**src/sv/ialu_pkg.sv**
```systemverilog
// shared widths, operation and status codes, and controller/datapath structs
package ialu_pkg;

  localparam int unsigned W     = 32;
  localparam int unsigned CNT_W = $clog2(W);

  localparam logic [2:0] KIND_ADD = 3'd0;
  localparam logic [2:0] KIND_SUB = 3'd1;
  localparam logic [2:0] KIND_MUL = 3'd2;
  localparam logic [2:0] KIND_DIV = 3'd3;
  localparam logic [2:0] KIND_POW = 3'd4;

  localparam logic [1:0] ST_OK       = 2'd0;
  localparam logic [1:0] ST_DIV_ZERO = 2'd1;
  localparam logic [1:0] ST_BAD_OP   = 2'd2;
  localparam logic [1:0] ST_NEG_EXP  = 2'd3;

  typedef struct packed {
    logic load;
    logic div_step;
    logic pow_step;
    logic fin;
  } cmd_t;

  typedef struct packed {
    logic [2:0] kind;
    logic       err;
    logic       exp_zero;
  } stat_t;

endpackage

```
**src/sv/ialu_dp.sv**
```systemverilog
// datapath: operand registers, serial divider step, square-and-multiply step
module ialu_dp (
  input  logic                      clk_i,
  input  logic                      rst_ni,
  input  ialu_pkg::cmd_t            cmd_i,
  input  logic [2:0]                kind_i,
  input  logic [ialu_pkg::W-1:0]    operand_a_i,
  input  logic [ialu_pkg::W-1:0]    operand_b_i,
  output ialu_pkg::stat_t           stat_o,
  output logic [ialu_pkg::W-1:0]    result_o,
  output logic [1:0]                status_o
);

  logic [2:0]               kind_q;
  logic [ialu_pkg::W-1:0]   a_q, b_q, w_q, d_q, r_q, res_q;
  logic                     neg_q;
  logic [1:0]               st_q, st_d;

  logic [ialu_pkg::W-1:0]   abs_a, abs_b, rs;
  logic [ialu_pkg::W:0]     diff;
  logic                     ge;
  logic [2*ialu_pkg::W-1:0] p_acc, p_sq;
  logic [ialu_pkg::W-1:0]   fin_res;

  assign abs_a = operand_a_i[ialu_pkg::W-1] ? (~operand_a_i + 1'b1) : operand_a_i;
  assign abs_b = operand_b_i[ialu_pkg::W-1] ? (~operand_b_i + 1'b1) : operand_b_i;

  assign rs   = {r_q[ialu_pkg::W-2:0], w_q[ialu_pkg::W-1]};
  assign diff = {1'b0, rs} - {1'b0, d_q};
  assign ge   = ~diff[ialu_pkg::W];

  assign p_acc = r_q * a_q;
  assign p_sq  = a_q * a_q;

  always_comb begin
    unique case (kind_i)
      ialu_pkg::KIND_ADD,
      ialu_pkg::KIND_SUB,
      ialu_pkg::KIND_MUL: st_d = ialu_pkg::ST_OK;
      ialu_pkg::KIND_DIV: st_d = (operand_b_i == '0) ? ialu_pkg::ST_DIV_ZERO : ialu_pkg::ST_OK;
      ialu_pkg::KIND_POW: st_d = operand_b_i[ialu_pkg::W-1] ? ialu_pkg::ST_NEG_EXP
                                                           : ialu_pkg::ST_OK;
      default:            st_d = ialu_pkg::ST_BAD_OP;
    endcase
  end

  always_comb begin
    if (st_q != ialu_pkg::ST_OK) begin
      fin_res = '0;
    end else begin
      unique case (kind_q)
        ialu_pkg::KIND_ADD: fin_res = a_q + b_q;
        ialu_pkg::KIND_SUB: fin_res = a_q - b_q;
        ialu_pkg::KIND_MUL: fin_res = p_acc[ialu_pkg::W-1:0];
        ialu_pkg::KIND_DIV: fin_res = neg_q ? (~w_q + 1'b1) : w_q;
        ialu_pkg::KIND_POW: fin_res = r_q;
        default:            fin_res = '0;
      endcase
    end
  end

  // multiply kind reuses the acc multiplier, so r_q holds operand b there
  always_ff @(posedge clk_i) begin
    if (cmd_i.load) begin
      kind_q <= kind_i;
      st_q   <= st_d;
      a_q    <= operand_a_i;
      b_q    <= operand_b_i;
      w_q    <= abs_a;
      d_q    <= abs_b;
      neg_q  <= operand_a_i[ialu_pkg::W-1] ^ operand_b_i[ialu_pkg::W-1];
      if (kind_i == ialu_pkg::KIND_POW) begin
        r_q <= ialu_pkg::W'(1);
      end else if (kind_i == ialu_pkg::KIND_MUL) begin
        r_q <= operand_b_i;
      end else begin
        r_q <= '0;
      end
    end else if (cmd_i.div_step) begin
      r_q <= ge ? diff[ialu_pkg::W-1:0] : rs;
      w_q <= {w_q[ialu_pkg::W-2:0], ge};
    end else if (cmd_i.pow_step) begin
      if (b_q[0]) begin
        r_q <= p_acc[ialu_pkg::W-1:0];
      end
      a_q <= p_sq[ialu_pkg::W-1:0];
      b_q <= {1'b0, b_q[ialu_pkg::W-1:1]};
    end
  end

  always_ff @(posedge clk_i or negedge rst_ni) begin
    if (!rst_ni) begin
      status_o <= ialu_pkg::ST_OK;
    end else if (cmd_i.fin) begin
      status_o <= st_q;
    end
  end

  always_ff @(posedge clk_i) begin
    if (cmd_i.fin) begin
      res_q <= fin_res;
    end
  end

  assign result_o        = res_q;
  assign stat_o.kind     = kind_q;
  assign stat_o.err      = (st_q != ialu_pkg::ST_OK);
  assign stat_o.exp_zero = (b_q == '0);

endmodule

```
**src/sv/ialu_ctrl.sv**
```systemverilog
// controller: sequences load, iteration steps, finish and result strobe
module ialu_ctrl (
  input  logic            clk_i,
  input  logic            rst_ni,
  input  logic            start,
  input  ialu_pkg::stat_t stat_i,
  output ialu_pkg::cmd_t  cmd_o,
  output logic            busy,
  output logic            done_o
);

  localparam logic [1:0] S_IDLE = 2'd0;
  localparam logic [1:0] S_EXEC = 2'd1;
  localparam logic [1:0] S_FIN  = 2'd2;
  localparam logic [1:0] S_OUT  = 2'd3;

  logic [1:0]                 state_q, state_d;
  logic [ialu_pkg::CNT_W-1:0] cnt_q, cnt_d;

  always_comb begin
    state_d = state_q;
    cnt_d   = cnt_q;
    cmd_o   = '0;
    unique case (state_q)
      S_IDLE: begin
        if (start) begin
          cmd_o.load = 1'b1;
          cnt_d      = '0;
          state_d    = S_EXEC;
        end
      end
      S_EXEC: begin
        priority if (stat_i.err || (stat_i.kind != ialu_pkg::KIND_DIV &&
                                    stat_i.kind != ialu_pkg::KIND_POW)) begin
          cmd_o.fin = 1'b1;
          state_d   = S_OUT;
        end else if (stat_i.kind == ialu_pkg::KIND_DIV) begin
          cmd_o.div_step = 1'b1;
          cnt_d          = cnt_q + 1'b1;
          if (cnt_q == ialu_pkg::CNT_W'(ialu_pkg::W - 1)) begin
            state_d = S_FIN;
          end
        end else if (stat_i.exp_zero) begin
          cmd_o.fin = 1'b1;
          state_d   = S_OUT;
        end else begin
          cmd_o.pow_step = 1'b1;
        end
      end
      S_FIN: begin
        cmd_o.fin = 1'b1;
        state_d   = S_OUT;
      end
      S_OUT: begin
        state_d = S_IDLE;
      end
      default: state_d = S_IDLE;
    endcase
  end

  always_ff @(posedge clk_i or negedge rst_ni) begin
    if (!rst_ni) begin
      state_q <= S_IDLE;
      cnt_q   <= '0;
    end else begin
      state_q <= state_d;
      cnt_q   <= cnt_d;
    end
  end

  assign busy   = (state_q != S_IDLE);
  assign done_o = (state_q == S_OUT);

endmodule

```
**src/sv/integer_alu_with_power_top.sv**
```systemverilog
// top level of the integer alu with add, sub, mul, signed div and power
//
//  channel  ports                                   beat taken when
//  ------   -------------------------------------   ------------------
//  in       start, busy, kind_i, operand_a_i/b_i     start && !busy
//  out      done_o, result_o, status_o               done_o (one cycle)
//
// add, sub, mul and every error finish without iteration steps
// divide: runs the restoring divider loop, one quotient bit per cycle
// power: one step per bit of the exponent's bit length n (at most 31),
// one square-and-multiply step per cycle
// async active-low reset returns the controller to idle
// results stay registered until the next operation finishes, the receiver cannot stall
module integer_alu_with_power_top (
  input  logic               clk_i,
  input  logic               rst_ni,
  input  logic               start,
  output logic               busy,
  input  logic [2:0]         kind_i,
  input  logic signed [31:0] operand_a_i,
  input  logic signed [31:0] operand_b_i,
  output logic               done_o,
  output logic signed [31:0] result_o,
  output logic [1:0]         status_o
);

  ialu_pkg::cmd_t               cmd;
  ialu_pkg::stat_t              stat;
  logic [ialu_pkg::W-1:0]       res;

  ialu_ctrl u_ctrl (
    .clk_i  (clk_i),
    .rst_ni (rst_ni),
    .start  (start),
    .stat_i (stat),
    .cmd_o  (cmd),
    .busy   (busy),
    .done_o (done_o)
  );

  ialu_dp u_dp (
    .clk_i       (clk_i),
    .rst_ni      (rst_ni),
    .cmd_i       (cmd),
    .kind_i      (kind_i),
    .operand_a_i (operand_a_i),
    .operand_b_i (operand_b_i),
    .stat_o      (stat),
    .result_o    (res),
    .status_o    (status_o)
  );

  assign result_o = $signed(res);

  a_done_busy: assert property (@(posedge clk_i) disable iff (!rst_ni)
    done_o |-> busy)
    else $error("strobe outside busy");

  a_accept_busy: assert property (@(posedge clk_i) disable iff (!rst_ni)
    (start && !busy) |=> (busy && !done_o))
    else $error("accepted beat not held busy");

  a_single_strobe: assert property (@(posedge clk_i) disable iff (!rst_ni)
    done_o |=> !done_o)
    else $error("result strobe longer than one cycle");

  a_err_zero: assert property (@(posedge clk_i) disable iff (!rst_ni)
    (done_o && status_o != ialu_pkg::ST_OK) |-> (result_o == '0))
    else $error("error result not zero");

endmodule
```
**config.mk**
```make
export PLATFORM = sky130hd
export DESIGN_NAME = integer_alu_with_power_top
export DESIGN_NICKNAME = d
export VERILOG_FILES = /design/src/sv/ialu_pkg.sv /design/src/sv/ialu_dp.sv /design/src/sv/ialu_ctrl.sv /design/src/sv/integer_alu_with_power_top.sv
export SDC_FILE = /design/constraint.sdc
export NUM_CORES = 2
export LEC_CHECK = 0
export CAP_MARGIN = 20
export CORE_ASPECT_RATIO = 0.75
export CORE_UTILIZATION = 45
export DETAILED_ROUTE_END_ITERATION = 12
export DONT_BUFFER_PORTS = 1
export PLACE_DENSITY = 0.6
export SLEW_MARGIN = 20
export SYNTH_ARGS = -nofsm -noshare
export SYNTH_HDL_FRONTEND = slang
export SYNTH_HIERARCHICAL = 1
export SYNTH_SLANG_ARGS = --single-unit
```
**constraint.sdc**
```tcl
create_clock -name clk_i -period 9.2 [get_ports clk_i]
set_input_delay 1.84 -clock clk_i [delete_from_list [all_inputs] [get_ports clk_i]]
set_output_delay 1.84 -clock clk_i [all_outputs]
set_load 0.005 [all_outputs]
```
---- Word-level counts from Yosys, hierarchy flattened ----
Cells that the tools add are included.
storage, ports and cells
  word-level logic and storage cells ...... 108
  input bits .............................. 70
  flip-flop bits (word level) ............. 207
  output and inout port bits .............. 36
operators by class
  reductions and logical operators ........ 19
  multiplexer cells ....................... 42
  bitwise operators ....................... 5
  equality and inequality tests ........... 20
  add/sub/neg operators ................... 7
  multipliers ............................. 2
operators with widths
  kind                     count
  $mux W32                 17
  $pmux W32 S5             1
  $add A32 B1 Y32 const B  3
  $not A32 Y32             3
  $logic_not A32 Y1        2
  $mul A32 B32 Y32         2
  $sub A32 B32 Y33         1
  $add A32 B32 Y32         1
  $sub A32 B32 Y32         1
  $mux W31                 1
  $mux W2                  9
  $mux W5                  3
  $eq A3 B2 Y1 const B     4
  $pmux W5 S2              1
  $reduce_bool A2 Y1       5
  $pmux W2 S4              1
  $mux W1                  7
  $eq A3 B1 Y1 const B     2
  $eq A3 B3 Y1 const B     2
  $logic_not A3 Y1         2
  $pmux W2 S3              1
  $reduce_bool A3 Y1       2
  $add A5 B1 Y5 const B    1
  $eq A5 B5 Y1 const B     1
  other kinds (18)         22

---- Longest topological paths before layout ----
  depth in word-level cells ............... 8
  mapped depth ............................ 28
  mapped depth without buffers ............ 26

---- By module ----
The synthesis kept the hierarchy.
modules (own cells, without submodules)
  module     seq. area each (µm²)  cells each  area an instance (µm²)  instances
  ialu_dp    5995.8                4612        43057.5                 1
  ialu_ctrl  175.2                 61          583.1                   1

---- Least setup slack after synthesis ----
No wires, ideal clock.
  path kind ............................... reg2reg
  from .................................... reg u_dp/a_q[14] (netlist name)
  to ...................................... reg u_dp/a_q[31] (netlist name), data pin
  buffers on the path ..................... 2
  setup slack ............................. 1.861 ns
  data required time ...................... 8.944 ns
  setup time .............................. 0.256 ns
  clock period less this slack ............ 7.339 ns
  arrival time ............................ 7.083 ns
  stages on the path, launching flop included .. 26
  path through ............................ edfxtp_1 clkbuf_1 clkbuf_1 nand2_1 fa_1 inv_1 fa_1 inv_1 fa_1 fa_1 inv_1 fa_1 inv_1 fa_1 inv_1 fa_1 fa_1 ha_1 a21o_1 a21o_1 a21oi_1 a21oi_1 o311a_1 o21a_1 o21a_1 o211a_1
on the way
  longest elaborated chain between the ends .. 4
RTL lines
  element                 RTL line       text
  start, declared         ialu_dp.sv:15  logic [ialu_pkg::W-1:0] a_q, b_q, w_q, d_q, r_q, res_q;
  start signal, assigned  ialu_dp.sv:67  a_q <= operand_a_i;
  start signal, assigned  ialu_dp.sv:86  a_q <= p_sq[ialu_pkg::W-1:0];
  $mul A32 B32 Y32        ialu_dp.sv:33  assign p_sq = a_q * a_q;
  $mux W32                ialu_dp.sv:82  end else if (cmd_i.pow_step) begin
  $mux W32                ialu_dp.sv:79  end else if (cmd_i.div_step) begin
  $mux W32                ialu_dp.sv:64  if (cmd_i.load) begin
Every way passes these cells. The select of a mux whose other input is x is not followed.
A chain may end at the register's enable or synchronous reset.

---- Worst setup path after layout ----
  from .................................... reg u_dp/a_q[4] (netlist name)
  to ...................................... reg u_dp.res_q, in the netlist u_dp/result_o[29], data pin
on the way
  longest elaborated chain between the ends .. 2
  elaborated cells on any way between the ends .. 4
  those cells by class .................... 2 x add/sub; 1 x mul; 1 x mux
RTL lines
  element                                   RTL line        text
  $mul A32 B32 Y32 (tied with other cells)  ialu_dp.sv:32   assign p_acc = r_q * a_q;
  $pmux W32 S5 (*)                          ialu_dp.sv:51   unique case (kind_q)
  end signal, assigned                      ialu_dp.sv:101  res_q <= fin_res;
  end, declared                             ialu_dp.sv:15
Every way passes the cells marked *; elsewhere a longest branch is shown, timed or not.

==> results.ini <==
[layout]
layout_common_cells = inv_1 (825), fa_1 (778), nand2_1 (623)
area_growth_pct = 5.40
layout-drive-gt1-share_pct = 4.76
nets = 5752
final_common_cell = inv_1
stdcell_area_um2 = 46000

[placed_design]
gp_congestion = 0.999
placed_cell_area_um2 = 45300
dp_hpwl_mm = 115
portBuffers = 0
dp_slack_ns = 0.970

[clock_tree]
postCtsSetupRepairBufs = 0
cts_tree = yes
cts_resized = 0
h-tree-depth = 1
cts_root_buffer = clkbuf_16
cts.path.max_buffers = 3
clkLatencyLatePin_ns = 0.57
clkTransAtPathRegs_ns = 0.08
cts_made_buffers = 22
cts.sinks = 207
cts_hold_buf = 0

[global_routing]
grt_antenna_before_repair = 4
grt_pass1_vias = 34093
grt-ovfl-total = 0
grt_max_degree = 78
grt.total_usage_pct = 29.7
grt_pass1_wl_mm = 218

[timing]
max_slew.worst_pin.slew_ns = 1.26
rsz0062_at_grt = false
finalWorstSetupSlack_ns = 0.794
post-route-min-period_ns = 8.41
hold_violations = 0
tns_ns = 0
report.final.setup_viol = 0
fmax_ghz = 0.119
maxSlewViolCount = 0
maxSlewHeadroom_pct = 16.2
clock_skew_ns = 0.0298
min_period_over_period_pct = 91.4

[logic_synthesis]
synth.area.top_cells = fa_1 (36%), edfxtp_1 (14%), ha_1 (9.2%)
synth_cell_types = 87
yosys.area_share.simple_pct = 14.7
yosysTopAreaCell = fa_1
syn_inst = 4673
synth_fa_ha_area_share_pct = 44.9
synth_compound_area_share_pct = 9.72
async_flop_share_pct = 4.35
synth_top_family_by_area = adder cells
ys.flop_type = edfxtp_1
netlist_area_um2 = 43600
syn_avg_cell_area_um2 = 9.34
muxShareOfSynthArea_pct = 1.64
synthXorXnorAreaFrac_pct = 5.89
ys_ff_latch = 207
ys_warn_count = 6
synth_top_area_share_pct = 35.7
ys_seq_area_share_pct = 14.1
synth_edf_count = 198

[drt]
antenna_left = 0
routed_wl_mm = 144
avgRoutedWirePerCell_um = 24.7
drcViolationCount = 0
first_iter_violations = 3636
vias = 33673
drtPass1Iterations = 9
drt-vias-per-instance = 5.76

[setup_path]
crit_path_end_kind = flip-flop
cp.required_ns = 9.62
setup.worst_path.class = flip-flop to flip-flop
critPathMaxFanout = 20
rr_worst_depth = 22
arrival_ns = 8.83
start_kind = flip-flop

[hold_path]
hold_path_depth = 1
hp-class = flip-flop to flip-flop

[die]
rows = 98
die_y_um = 272
io_pins = 106
die_w_um = 362
initial_core_util_pct = 45.6
core_um2 = 95600
dieArea_um2 = 98200

[flow_run]
drv_cap = 0

[run_status]
status = complete, no violations

## layer usage
metal | vias to the layer above | global-route usage (%) | share of wire, %
met3 | 142 | 8.39 | 11
met4 | 2 | 4.71 | 1.9
met1 | 17219 | 45.1 | 45
met2 | 1593 | 42.3 | 41
li1 | 14717 | - | -
met5 | - | 0.670 | 0.060
## worst max-delay path, stage by stage (launching register included)
cell and delay, ns:
edfxtp_1 1.02, buf_4 0.32, nand2_1 0.08, fa_1 0.54
fa_1 0.44, fa_1 0.47, fa_1 0.51, fa_1 0.52
inv_1 0.06, fa_1 0.53, inv_1 0.05, fa_1 0.45
fa_1 0.54, inv_1 0.06, ha_1 0.37, nand3_1 0.16
nor2_1 0.24, nand3_1 0.12, o221ai_1 0.39, a41oi_1 0.25
xnor2_1 0.75, o211ai_1 0.16, a31oi_1 0.19
## per-stage QoR
stage / hold slack, ns / cells / util [%]
after CTS: 0.531 / 5848 / 48.1
final: 0.538 / 5851 / 48.1
after detailed placement: 0.514 / 5809 / 47.3
after global routing: 0.549 / 5848 / 48.1
after global placement: 0.506 / 5808 / 47.3
after floorplan: 0.482 / 4674 / -
## layout make-up
| cell class | count | area [um^2] |
|---|---|---|
| antenna | 3 | 7.51 |
| tap | 1250 | 1560 |
| sequential | 207 | 6170 |
| fill | 9228 | 49600 |
| clock buffer | 29 | 577 |
| timing repair buffer | 103 | 868 |
| inverter | 826 | 3100 |
| multi-input combinational | 3423 | 33600 |
| clock inverter | 10 | 129 |
## cell families (layout without fill, tap and decap cells)
group,after synthesis,count (layout)
simple gates,1328,1328
fa+ha+maj,1099,1099
other cells,1,5
mux,66,66
xor+xnor,292,292
buf+inv,1044,968
flops,207,207
compound gates,636,636
## flip-flops by register name, indices dropped and copies added (netlist names)
signal and count:
u_dp/b_q 32, u_dp/status_o 2, u_dp/kind_q 3, u_dp/neg_q 1
u_dp/d_q 32, u_dp/st_q 2, u_dp/w_q 32, u_dp/r_q 32
u_dp/a_q 32, u_ctrl/state_q 2, u_dp/result_o 32, u_ctrl/cnt_q 5
## worst paths after layout
kind                                                 start                         endpoint  slack [ns]
worst min-delay path            u_dp/st_q[1]$_SDFFCE_PN1P_     u_dp/status_o[1]$_DFFE_PN0P_        0.54
max in group asynchronous                           rst_ni      u_ctrl/cnt_q[4]$_DFFE_PN0P_        8.15
worst max-delay path                 u_dp/a_q[4]$_DFFE_PP_  u_dp/result_o[29]$_SDFFCE_PP0P_        0.79
min in group asynchronous                           rst_ni     u_dp/status_o[1]$_DFFE_PN0P_        0.97
worst max register to register       u_dp/a_q[4]$_DFFE_PP_  u_dp/result_o[29]$_SDFFCE_PP0P_        0.79
worst min register to register  u_dp/st_q[1]$_SDFFCE_PN1P_     u_dp/status_o[1]$_DFFE_PN0P_        0.54
## synth_stat cells (16+ instances only)
master,count
o41ai_1,18
clkbuf_1,207
a21o_1,49
nor2b_1,23
nor2_1,159
a21oi_1,136
mux2i_1,27
xor2_1,110
a22oi_1,29
edfxtp_1,198
o31ai_1,43
nand2b_1,28
nand2_1,623
and2_1,298
or4_1,20
nor3_1,33
or3_1,23
ha_1,321
o21a_1,26
xnor2_1,181
mux2_2,36
a222oi_1,16
o21ai_0,153
inv_1,825
nand3_1,39
fa_1,778
o211ai_1,23
a211oi_1,18
a31oi_1,19
Power is left out: the tool's default activity adds up to more than one toggle a clock period on the data nets, which glitch-free logic cannot reach.
